==> config.mk <==
export PLATFORM = sky130hd
export DESIGN_NAME = btk_ctrl
export DESIGN_NICKNAME = d
export VERILOG_FILES = /design/src/rtl/core/btk_pkg.sv /design/src/rtl/core/btk_ctrl.sv
export SDC_FILE = /design/constraint.sdc
export NUM_CORES = 1
export LEC_CHECK = 0
export BUFFER_PORTS_ARGS = -buffer_cell sky130_fd_sc_hd__buf_2
export CAP_MARGIN = 0
export CORE_AREA = 2 2 39 41
export CTS_BUF_LIST = sky130_fd_sc_hd__clkbuf_16
export DETAILED_ROUTE_END_ITERATION = 10
export DIE_AREA = 0 0 41 43
export GPL_ROUTABILITY_DRIVEN = 0
export HOLD_SLACK_MARGIN = 0.02
export PLACE_DENSITY_LB_ADDON = 0.25
export SLEW_MARGIN = 15
export SYNTH_ARGS = -nofsm -noshare
export SYNTH_HDL_FRONTEND = slang
export SYNTH_SLANG_ARGS = --single-unit
==> constraint.sdc <==
create_clock -name i_clk -period 1.9 [get_ports i_clk]
set_clock_uncertainty 0.05 [all_clocks]
set_input_delay 0.095 -clock i_clk [delete_from_list [all_inputs] [get_ports i_clk]]
set_output_delay 0.095 -clock i_clk [all_outputs]
set_load 0.1 [all_outputs]
==> src/rtl/core/btk_pkg.sv <==
// ----------------------------------------------------------------------------
// btk_pkg
// Shared types and constants of the bounded top-k keeper.
// ----------------------------------------------------------------------------
package btk_pkg;

    localparam int CAPACITY_DEF = 64;
    localparam int BW_W         = 7;
    localparam logic [BW_W-1:0] BEAM_WIDTH_RST = 7'd64;

    localparam logic CMD_ADD   = 1'b0;
    localparam logic CMD_DRAIN = 1'b1;

    localparam logic REG_BEAM_WIDTH = 1'b0;

    typedef struct packed {
        logic               cmd;
        logic signed [31:0] item_score;
        logic        [31:0] item_tag;
    } t_in_item;

    typedef struct packed {
        logic               out_valid;
        logic signed [31:0] out_score;
        logic        [31:0] out_tag;
        logic               out_last;
    } t_out_item;

    typedef struct packed {
        logic load;
        logic ins;
        logic pop;
        logic empty;
    } t_cmd;

    typedef struct packed {
        logic is_drain;
        logic fill_zero;
        logic fill_one;
        logic out_free;
    } t_status;

endpackage

==> src/rtl/core/btk_ctrl.sv <==
// ----------------------------------------------------------------------------
// btk_ctrl
// Sequencer: accepts commands, runs one insert step, a drain sequence or an empty-store marker.
// ----------------------------------------------------------------------------
module btk_ctrl (
    input  logic             i_clk,
    input  logic             i_rst_n,
    input  logic             i_in_valid,
    output logic             o_in_stall,
    input  btk_pkg::t_status i_status,
    output btk_pkg::t_cmd    o_cmd
);
    import btk_pkg::*;

    typedef enum logic [3:0] {
        S_IDLE  = 4'b0001,
        S_INS   = 4'b0010,
        S_DRAIN = 4'b0100,
        S_EMPTY = 4'b1000
    } t_state;

    t_state r_state, n_state;

    assign o_in_stall = (r_state != S_IDLE);

    always_comb begin
        n_state     = r_state;
        o_cmd       = '0;
        case (r_state)
            S_IDLE: begin
                if (i_in_valid) begin
                    o_cmd.load = 1'b1;
                    if (!i_status.is_drain) begin
                        n_state = S_INS;
                    end else if (i_status.fill_zero) begin
                        n_state = S_EMPTY;
                    end else begin
                        n_state = S_DRAIN;
                    end
                end
            end
            S_INS: begin
                o_cmd.ins = 1'b1;
                n_state   = S_IDLE;
            end
            S_DRAIN: begin
                if (i_status.out_free) begin
                    o_cmd.pop = 1'b1;
                    if (i_status.fill_one) begin
                        n_state = S_IDLE;
                    end
                end
            end
            S_EMPTY: begin
                if (i_status.out_free) begin
                    o_cmd.empty = 1'b1;
                    n_state     = S_IDLE;
                end
            end
            default: n_state = S_IDLE;
        endcase
    end

    always_ff @(posedge i_clk) begin
        if (!i_rst_n) begin
            r_state <= S_IDLE;
        end else begin
            r_state <= n_state;
        end
    end

`ifndef SYNTHESIS
    a_pop_nonempty: assert property (@(posedge i_clk) disable iff (!i_rst_n)
        o_cmd.pop |-> !i_status.fill_zero) else $error("pop from empty store");
    a_load_idle: assert property (@(posedge i_clk) disable iff (!i_rst_n)
        o_cmd.load |=> !(o_cmd.load)) else $error("two loads in a row");
`endif
endmodule

# After elaboration in Yosys (flattened, before gate mapping)
# Cells that the tools add are included.
totals:
  wordCells: 24
  output_inout_bits: 5
  regBits: 4
  in_bits: 7
op_classes:
  eq_ne: 9
  reduce_logical: 1
  mux: 13
ops:
  columns: ["operator", "count"]
  rows:
  - ["$mux 4", 6]
  - ["$pmux 4 s3", 1]
  - ["$ne 2x2->1 const B", 4]
  - ["$mux 1", 6]
  - ["$eq 4x1->1 const B", 1]
  - ["$eq 4x2->1 const B", 1]
  - ["$eq 4x3->1 const B", 1]
  - ["$eq 4x4->1 const B", 1]
  - ["$ne 4x1->1 const B", 1]
  - ["$reduce_and 4->1", 1]

# Depth between registers and ports, before layout
# Gate-level depths: netlist of run 1.
depth:
  ltp_word: 4
  mapped_depth: 3
  depth_no_buf: 3

# Worst setup path after synthesis of run 1
# OpenSTA, ideal clock, no wires.
synth_path:
  kind: "flip-flop to output port"
  startpoint: "register r_state[3]"
  endpoint: "output o_cmd[2] in the netlist's numbering"
  t_arrival_ns: 3.508
  stages_incl_launch_ff: 2
  path_slack_ns: -1.753
  required_ns: 1.755
  path_buffers: 0
  path_cell_list: "dfxtp_1 > nor4b_1"
synth_lines:
  columns: ["item", "line_no", "source"]
  rows:
  - ["start, declared", "btk_ctrl.sv:22", "t_state r_state, n_state;"]
  - ["start signal, assigned", "btk_ctrl.sv:68", "r_state <= n_state;"]
  - ["end, declared", "btk_ctrl.sv:11", "output btk_pkg::t_cmd o_cmd"]

# Final worst setup path of run 1
layout_path:
  startpoint: "register r_state[2]"
  endpoint: "register r_state[0]"
layout_between:
  elab_chain_len: 3
  elab_cells_between_ends: 9
  classes_between: "eq/ne: 7; mux: 1; reduce/logical: 1"
layout_rtl:
  columns: ["item", "line_no", "source"]
  rows:
  - ["$eq 4x3->1, or another cell as far along", "btk_ctrl.sv:29", "case (r_state)"]
  - ["$ne 2x2->1 (no source line)", null, null]
  - ["$reduce_and 4->1 (no source line)", null, null]
# Several ways; a longest one is shown, not always the timed one.
# A chain may end at the register's enable or synchronous reset.

==> results of run 1 <==
final timing paths:
| check | end | slack (ns) | depth (start not counted) |
|---|---|---|---|
| max | r_state[0] | 0.23 | 3 |
| min | r_state[3] | 0.09 | 3 |
| max reg2reg | r_state[0] | 0.23 | 3 |
| min reg2reg | r_state[3] | 0.46 | 2 |
where the power goes:
group / switching (mW) / total, mW / internal (mW)
clock: 0.0599 / 0.329 / 0.269
sequential: 0.00897 / 0.104 / 0.0945
combinational: 0.147 / 0.216 / 0.0689
placed cells by master, fill, tap and decap left out:
master,count
a211o_1,1
a211oi_1,1
a311o_1,1
and2_1,1
and4b_1,1
buf_12,2
buf_2,9
buf_4,2
clkbuf_16,3
dfxtp_1,4
dlygate4sd3_1,1
inv_1,1
inv_2,1
mux2i_1,1
nand2_1,1
nand3b_1,1
nand4_1,1
nor2_1,1
nor2b_1,1
nor3b_1,1
nor3b_2,1
nor3b_4,1
nor4_1,1
nor4b_2,1
nor4b_4,1
o21a_1,1
o21ai_0,1
or3b_1,1
through the flow:
stage               area, sq um  cells  utilization, %
finish                      478     59            34.5
global route                478     59            34.5
CTS                         478     59            34.5
detailed placement          393     55            28.4
global placement            393     55            28.4
floorplan                   273     26               -
cells by family after synthesis:
logic type / share of synthesized area [%]
flops: 32.5
simple gates: 44.7
compound gates: 15.7
mux: 4.06
buf+inv: 3.04
worst max-delay path: cells and delay by family, from the launching register on:
| kind | cells | cell delay [ns] |
|---|---|---|
| compound gates | 2 | 0.66 |
| flops | 1 | 0.41 |
| simple gates | 1 | 0.43 |
layout make-up:
cell class              count  area, sq um
clock buffers               3         75.1
fillers                   134          906
inverters                   2         7.51
multi-input cells          20          185
flip-flops and latches      4         80.1
well taps                  16         20.0
repair buffers             14          110
layer usage:
| metal | routed length, um | up-vias | GRT usage, % |
|---|---|---|---|
| met5 | 0 | - | 0 |
| met4 | 20 | 0 | 6.00 |
| met3 | 56 | 2 | 3.14 |
| met2 | 254 | 14 | 10.3 |
| met1 | 272 | 116 | 10.2 |
| li1 | - | 138 | - |
==> metrics, run 1 <==
run status=completed; H-tree depth=1; top-count cell post-synth=dfxtp_1; maxcap violations=0; HP Class=primary input to flop; Max VDD drop=548 uV; ant diodes=0; WHS=~0.089 ns; relative slew slack=67.7%; vias=270; # nets final=52; unrepaired setup endpoints after global routing=no; worst-path cell chain=or3b_1 -> a211o_1 -> a311o_1; drt first pass iters=4; largest area contributor in the netlist=dfxtp_1; CTS Buf Count=3; main flop type after synthesis=dfxtp_1; synthesized flop and latch total=4; Achievable Freq=between 500 and 600 MHz; Syn Inst Count=26; Port Buffer Count=11; crit path kind=flop to flop; Critical Path Start Type=flop; pwr dens=around 1400 nW/um^2; grt ovf=0; final worst path period share=between 80% and 90%; largest cells by area after synthesis=dfxtp_1 (32%), nor3b_1 (6.1%), nor4b_2 (6.1%); GRT Total Usage=about 8.0%; DRC viols=0; Clock Sinks=4; first-pass GRT wire length=924 um; layout cell share with drive strength beyond 1=approximately 49%; Post-CTS Hold Fix Bufs=1; starting density of the core=between 10% and 20%; Commonest cells post-synth=dfxtp_1 (4), nor3b_1 (2); Post-synth EDFFs=0; post-layout min period=1.67 ns; hold path start=i_status[2]; post-synthesis sequential area ratio=around a third; full die area=1760 sq um; antenna violations before repair=0; vias in the first global route=240; CTS Buffer Depth=2; worst-path fanout max=4; # rows=14; setup TNS=0 ns; clock-pin slew on the worst setup and hold paths=0.03 ns; Core Area=1380 sq um; Post-DP HPWL=484 um; synth warn=0; Netlist cell types=22; Worst-Margin Slew=0.484 ns; worst skew pair latency=about 0.23 ns; largest net degree at the start of global routing=7; critical path's slowest cell=or3b_1; Place WS=0.225 ns; # resized after CTS=0; total wire length=slightly above 600 um; Pins Over Slew Limit=0; worst setup path start=r_state[2]; WL per Instance=10.2 um; FF-to-FF Start=r_state[2]; Leak Pwr=a little under 0.2 nW; netlist area before placement=~250 sq um; IO Count=12; total power=between 0.6 and 0.7 mW; Req. time, crit path=about 2 ns; Biggest register=r_state; Synth Area per Inst=roughly 9.5 sq um; endpoints failing setup=0; top-area cell type share of the netlist area=approximately 32%; initial DRC count=4; syn_nets=33; Routed Antenna Nets=0; Top Registers=r_state (4); Final WS setup=roughly 0.23 ns; setup repair bufs after CTS=0; CTS tree=built; Final Hold Vio Count=0; max reg flops=4; crit path DAT=around 1.7 ns; asr flop ratio synth=0%; Max stage delay on crit path=between 0.4 and 0.5 ns; Die X=approximately 41 um; Syn-to-layout area delta=93.9%; CTS root buf=clkbuf_16; Crit. End Element=flop; vias per std cell=~4.6; Die Y=43 um
Power figures use the tool's default switching activity.
==> inputs of run 2 (changes only) <==
--- a/config.mk
+++ b/config.mk
@@ -13,7 +13,7 @@
 export DIE_AREA = 0 0 41 43
 export GPL_ROUTABILITY_DRIVEN = 0
 export HOLD_SLACK_MARGIN = 0.02
-export PLACE_DENSITY_LB_ADDON = 0.25
+export PLACE_DENSITY = 0.49
 export SLEW_MARGIN = 15
 export SYNTH_ARGS = -nofsm -noshare
 export SYNTH_HDL_FRONTEND = slang
==> run 2 against run 1 <==
  * Non-clock buffer count unchanged
  * Count of clock-buffer cells in the layout unchanged
  * Largest power group unchanged
  * Register-to-register slack barely moved
  * Power is essentially flat
  * Core utilization did not move
  * Maximum frequency increased by 0.42%
  * Worst setup slack improved by 0.0071 ns
  * Combinational power barely moved
  * Die area unchanged
  * Sequential cell count did not move
==> metrics, run 2 (synthesized netlist as in run 1, its figures left out) <==
commonest cells after routing, fill and taps aside=buf_2 (9), dfxtp_1 (4), clkbuf_16 (3), buf_12 (2), buf_4 (2); final cell count without fillers=59 (unchanged); largest net degree at the start of global routing=7 (unchanged); vias in the first global route=237 (-1.3%); hold path start=i_status[2]; worst-path fanout max=4 (unchanged); # nets final=52 (unchanged); Final Hold Vio Count=0 (unchanged); commonest non-fill, non-tap cell in the layout=buf_2; max reg flops=4 (unchanged); setup repair bufs after CTS=0 (unchanged); Die Y=43 um (unchanged); Req. time, crit path=1.96 ns (about the same); CTS root buf=clkbuf_16; Post-DP HPWL=485 um (+0.27%); ant diodes=0 (unchanged); vias=266 (-1.5%); Post-CTS Hold Fix Bufs=1 (unchanged); crit path DAT=1.72 ns (about the same); Pins Over Slew Limit=0 (unchanged); first-pass GRT wire length=966 um (+4.5%); vias per std cell=4.51 (-1.5%); Critical Path Start Type=flop; unrepaired setup endpoints after global routing=no; antenna violations before repair=0 (unchanged); total wire length=594 um (-1.7%); GRT Total Usage=8.64% (+0.63 points); worst skew pair latency=0.22 ns (about the same); dpl cells=55 (unchanged); Port Buffer Count=11 (unchanged); Worst-Margin Slew=0.500 ns (+0.0157 ns); full die area=1760 sq um (unchanged); Clock Sinks=4 (unchanged); DRC viols=0 (unchanged); Top Registers=r_state (4); Die X=41 um (unchanged); Biggest register=r_state; worst r2r dst=r_state[0]; endpoints failing setup=0 (unchanged); run status=completed; CTS tree=built; H-tree depth=1 (unchanged); IO Count=12 (unchanged); maxcap violations=0 (unchanged); reg2reg setup slack=0.24 ns (about the same); post-layout min period=1.66 ns (-0.00707 ns); initial DRC count=1 (-3); starting density of the core=17.8% (unchanged); Crit. End Element=flop; WL per Instance=10.1 um (-1.7%); final worst path period share=87.6% (-0.37 points); hold endpoint=r_state[3]; Max VDD drop=660 uV (+20%); crit path kind=flop to flop; FF-to-FF Start=r_state[2]; relative slew slack=66.6% (-1.0 points); layout cell share with drive strength beyond 1=48.8% (unchanged); Routed Antenna Nets=0 (unchanged); pwr dens=1360 nW/um^2 (about the same); Core Area=1380 sq um (unchanged); Worst R2R Path Depth=3 (unchanged); grt ovf=0 (unchanged); drt first pass iters=2 (-2); # rows=14 (unchanged); # resized after CTS=0 (unchanged); CTS Buffer Depth=2 (unchanged); Syn-to-layout area delta=93.9% (unchanged); CTS Buf Count=3 (unchanged); hold path depth=3 (unchanged); setup TNS=0 ns (unchanged); clock-pin slew on the worst setup and hold paths=0.03 ns (about the same); HP Class=primary input to flop; Achievable Freq=601 MHz (+0.42%); Leak Pwr=0.198 nW (unchanged)
[run 2: cell counts in the layout (fill, tap and decap cells not counted)]
No cell type changed its count.
[run 2: where the power goes]
part | switching (mW) | total (mW) | internal (mW)
Clock | 0.0610 | 0.330 | 0.269
Combinational | 0.146 | 0.215 | 0.0688
Sequential | 0.00877 | 0.103 | 0.0945
[run 2: critical path, stage by stage, from the launching register on]
cell and delay, ns:
dfxtp_1 0.41, or3b_1 0.43, a211o_1 0.31, a311o_1 0.35
[run 2: layer usage]
metal / GRT usage [%] / part of all wire [%] / vias up
met3: 4.71 / 12 / 2
met4: 6.00 / 3.7 / 0
met5: 0 / 0 / -
met1: 10.6 / 42 / 115
met2: 10.9 / 42 / 12
li1: - / - / 137
[run 2: metrics by stage]
step                setup slack [ns]  area, sq um  power, mW  hold WS (ns)  util (%)
floorplan                     0.0756          273      0.262         0.124         -
CTS                            0.225          478      0.656        0.0895      34.5
finish                         0.236          478      0.648        0.0899      34.5
detailed placement             0.231          393      0.320         0.249      28.4
global route                   0.172          478      0.669         0.122      34.5
global placement               0.268          393      0.320         0.252      28.4
[run 2: final cells by class]
class,instances,area [sq um]
repair buffers,14,110
clock buffers,3,75.1
fillers,144,906
flip-flops and latches,4,80.1
inverters,2,7.51
well taps,16,20.0
multi-input cells,20,185
[run 2: worst max-delay path by stage]
stage | startpoint | endpoint | cells past startpoint
2_1_floorplan | r_state[2] | o_cmd[1] | 2
3_3_place_gp | r_state[2] | r_state[0] | 3
3_5_place_dp | r_state[2] | r_state[0] | 3
4_1_cts | r_state[3] | o_cmd[3] | 3
5_1_grt | r_state[3] | o_cmd[3] | 3
6_report | r_state[2] | r_state[0] | 3
==> inputs of run 3 (changes only) <==
--- a/config.mk
+++ b/config.mk
@@ -14,7 +14,7 @@
 export GPL_ROUTABILITY_DRIVEN = 0
 export HOLD_SLACK_MARGIN = 0.02
 export PLACE_DENSITY = 0.49
-export SLEW_MARGIN = 15
+export SETUP_SLACK_MARGIN = 0.3
 export SYNTH_ARGS = -nofsm -noshare
 export SYNTH_HDL_FRONTEND = slang
 export SYNTH_SLANG_ARGS = --single-unit
==> run 3 against run 2 <==
  * Sequential share of layout area grew 1.8 points
  * Core utilization shrank 0.90 points
  * Critical path depth is the same
  * Worst hold slack lost 0.069 ns
  * Global-route usage shrank 0.90 points
  * Routed wire length shrank 4.5%
  * Maximum frequency grew 6.8%
  * Power shrank 1.2%
  * Via count shrank 4.1%
  * Sequential power grew 13%
  * Worst setup slack gained 0.11 ns
  * Combinational power shrank 5%
  * Critical endpoint is now o_cmd[1]
  * Largest cell class unchanged
  * Largest power group unchanged
==> metrics, run 3 (synthesized netlist as in run 1, its figures left out) <==
run status=completed; Worst R2R Path Depth=3 (unchanged); unrepaired setup endpoints after global routing=yes; Core Area=1380 sq um (unchanged); worst-path fanout max=7 (+3); commonest cells after routing, fill and taps aside=buf_2 (9), clkbuf_16 (3), dfxtp_2 (2); CTS Buffer Depth=2 (unchanged); GRT Total Usage=7.74% (-0.90 points); Routed Antenna Nets=0 (unchanged); # rows=14 (unchanged); starting density of the core=17.8% (unchanged); Pins Over Slew Limit=0 (unchanged); Logic pwr share=31.9% (-1.2 points); Port Buffer Count=11 (unchanged); max reg flops=4 (unchanged); Post-CTS Hold Fix Bufs=0 (-1); Syn-to-layout area delta=88.8%; crit path kind=flop to output pin; Final Hold Vio Count=0 (unchanged); Achievable Freq=642 MHz (+6.8%); grt ovf=0 (unchanged); ant diodes=0 (unchanged); setup TNS=0 ns (unchanged); vias=255 (-4.1%); Req. time, crit path=1.75 ns (-0.21 ns); CTS Buf Count=3 (unchanged); post-layout min period=1.56 ns (-0.106 ns); Sequential Power Share=18.1% (+2.2 points); commonest non-fill, non-tap cell in the layout=buf_2; vias in the first global route=232 (-2.1%); full die area=1760 sq um (unchanged); Biggest register=r_state; HP Class=primary input to flop; layout cell share with drive strength beyond 1=61.0% (+12 points); worst skew pair latency=0.22 ns (about the same); largest net degree at the start of global routing=8 (+1); total wire length=567 um (-4.5%); total power=0.641 mW (-1.2%); switching power=0.207 mW (-4.3%); Crit. End Element=output pin; # nets final=50 (-3.8%); WHS=0.0213 ns (-0.0685 ns); area occupied by multi-input gates=189 sq um (+2.0%); Die X=41 um (unchanged); crit path DAT=1.41 ns (-0.31 ns); Die Y=43 um (unchanged); Worst-Margin Slew=0.487 ns (-0.0125 ns); endpoints failing setup=0 (unchanged); flip-flop and latch area=86.3 sq um (+7.8%); antenna violations before repair=0 (unchanged); Sw Ratio=32.3% (-1.0 points); first-pass GRT wire length=890 um (-7.9%); WL per Instance=9.95 um (-1.2%); maxcap violations=0 (unchanged); reg2reg setup slack=0.36 ns (+0.12 ns); relative slew slack=67.8% (+1.1 points); CTS tree=built; critical path's slowest cell=or3b_4; Critical Path Start Type=flop; worst-path cell chain=or3b_4 -> nor3b_4 -> buf_8; DRC viols=0 (unchanged); clock-pin slew on the worst setup and hold paths=0.03 ns (about the same); fillers=149 (+3.5%); final worst path period share=82.0% (-5.6 points); Int Pwr=0.434 mW (+0.39%); Max VDD drop=712 uV (+7.9%); H-tree depth=1 (unchanged); IO Count=12 (unchanged); CTS root buf=clkbuf_16; Clock Sinks=4 (unchanged); Leak Pwr=0.193 nW (-2.9%); pwr dens=1380 nW/um^2 (+1.5%); Clock power frac=50.0% (-0.9 points); drt first pass iters=2 (unchanged); Top Registers=r_state (4); Post-DP HPWL=472 um (-2.7%); hold path depth=2 (-1); initial DRC count=1 (unchanged); vias per std cell=4.47 (-0.77%); Max stage delay on crit path=0.41 ns (-0.02 ns)
## run 3: timing repair
item                                    4_1_cts  5_1_grt
gates resized for setup                       2        3
pin swaps                                     0        1
buffers inserted                              0        0
gates cloned                                  0        0
endpoints found under the setup margin        3        2
## run 3: power groups by stage
stage               registers, mW  clock network [mW]  logic [mW]
floorplan                   0.113                   0       0.152
global placement            0.117                   0       0.206
detailed placement          0.117                   0       0.205
CTS                         0.117               0.326       0.206
global route                0.119               0.337       0.214
finish                      0.116               0.320       0.204
## run 3: layer usage
layer	part of all wire, %	track usage [%]
met5	0	0
met4	0	2.00
met3	9.7	6.28
met2	43	10.0
met1	47	9.68
## run 3: final timing paths
path,start,endpoint
worst max-delay path,r_state[3],o_cmd[1]
worst min-delay path,i_status[3],r_state[1]
worst max register to register,r_state[3],r_state[0]
worst min register to register,r_state[3],r_state[3]
## run 3: layout make-up
class | count | share of cell area, %
tap | 16 | 4.30
timing repair buffer | 12 | 18.8
clock buffer | 3 | 16.1
sequential | 4 | 18.5
inverter | 2 | 1.61
multi-input combinational | 20 | 40.6
## run 3: through the flow
stage	std cells	area, sq um	setup WS [ns]	util [%]
after floorplan	26	279	0.163	-
after global placement	54	377	0.324	27.2
after detailed placement	54	377	0.306	27.2
after CTS	57	455	0.279	32.9
after global routing	57	465	0.282	33.6
final	57	465	0.342	33.6
## run 3: critical path: cells and delay by family (launching register included)
kind	cells	cell delay, ns
and+or+nand+nor	2	0.61
buffers and inverters	1	0.22
DFF	1	0.36
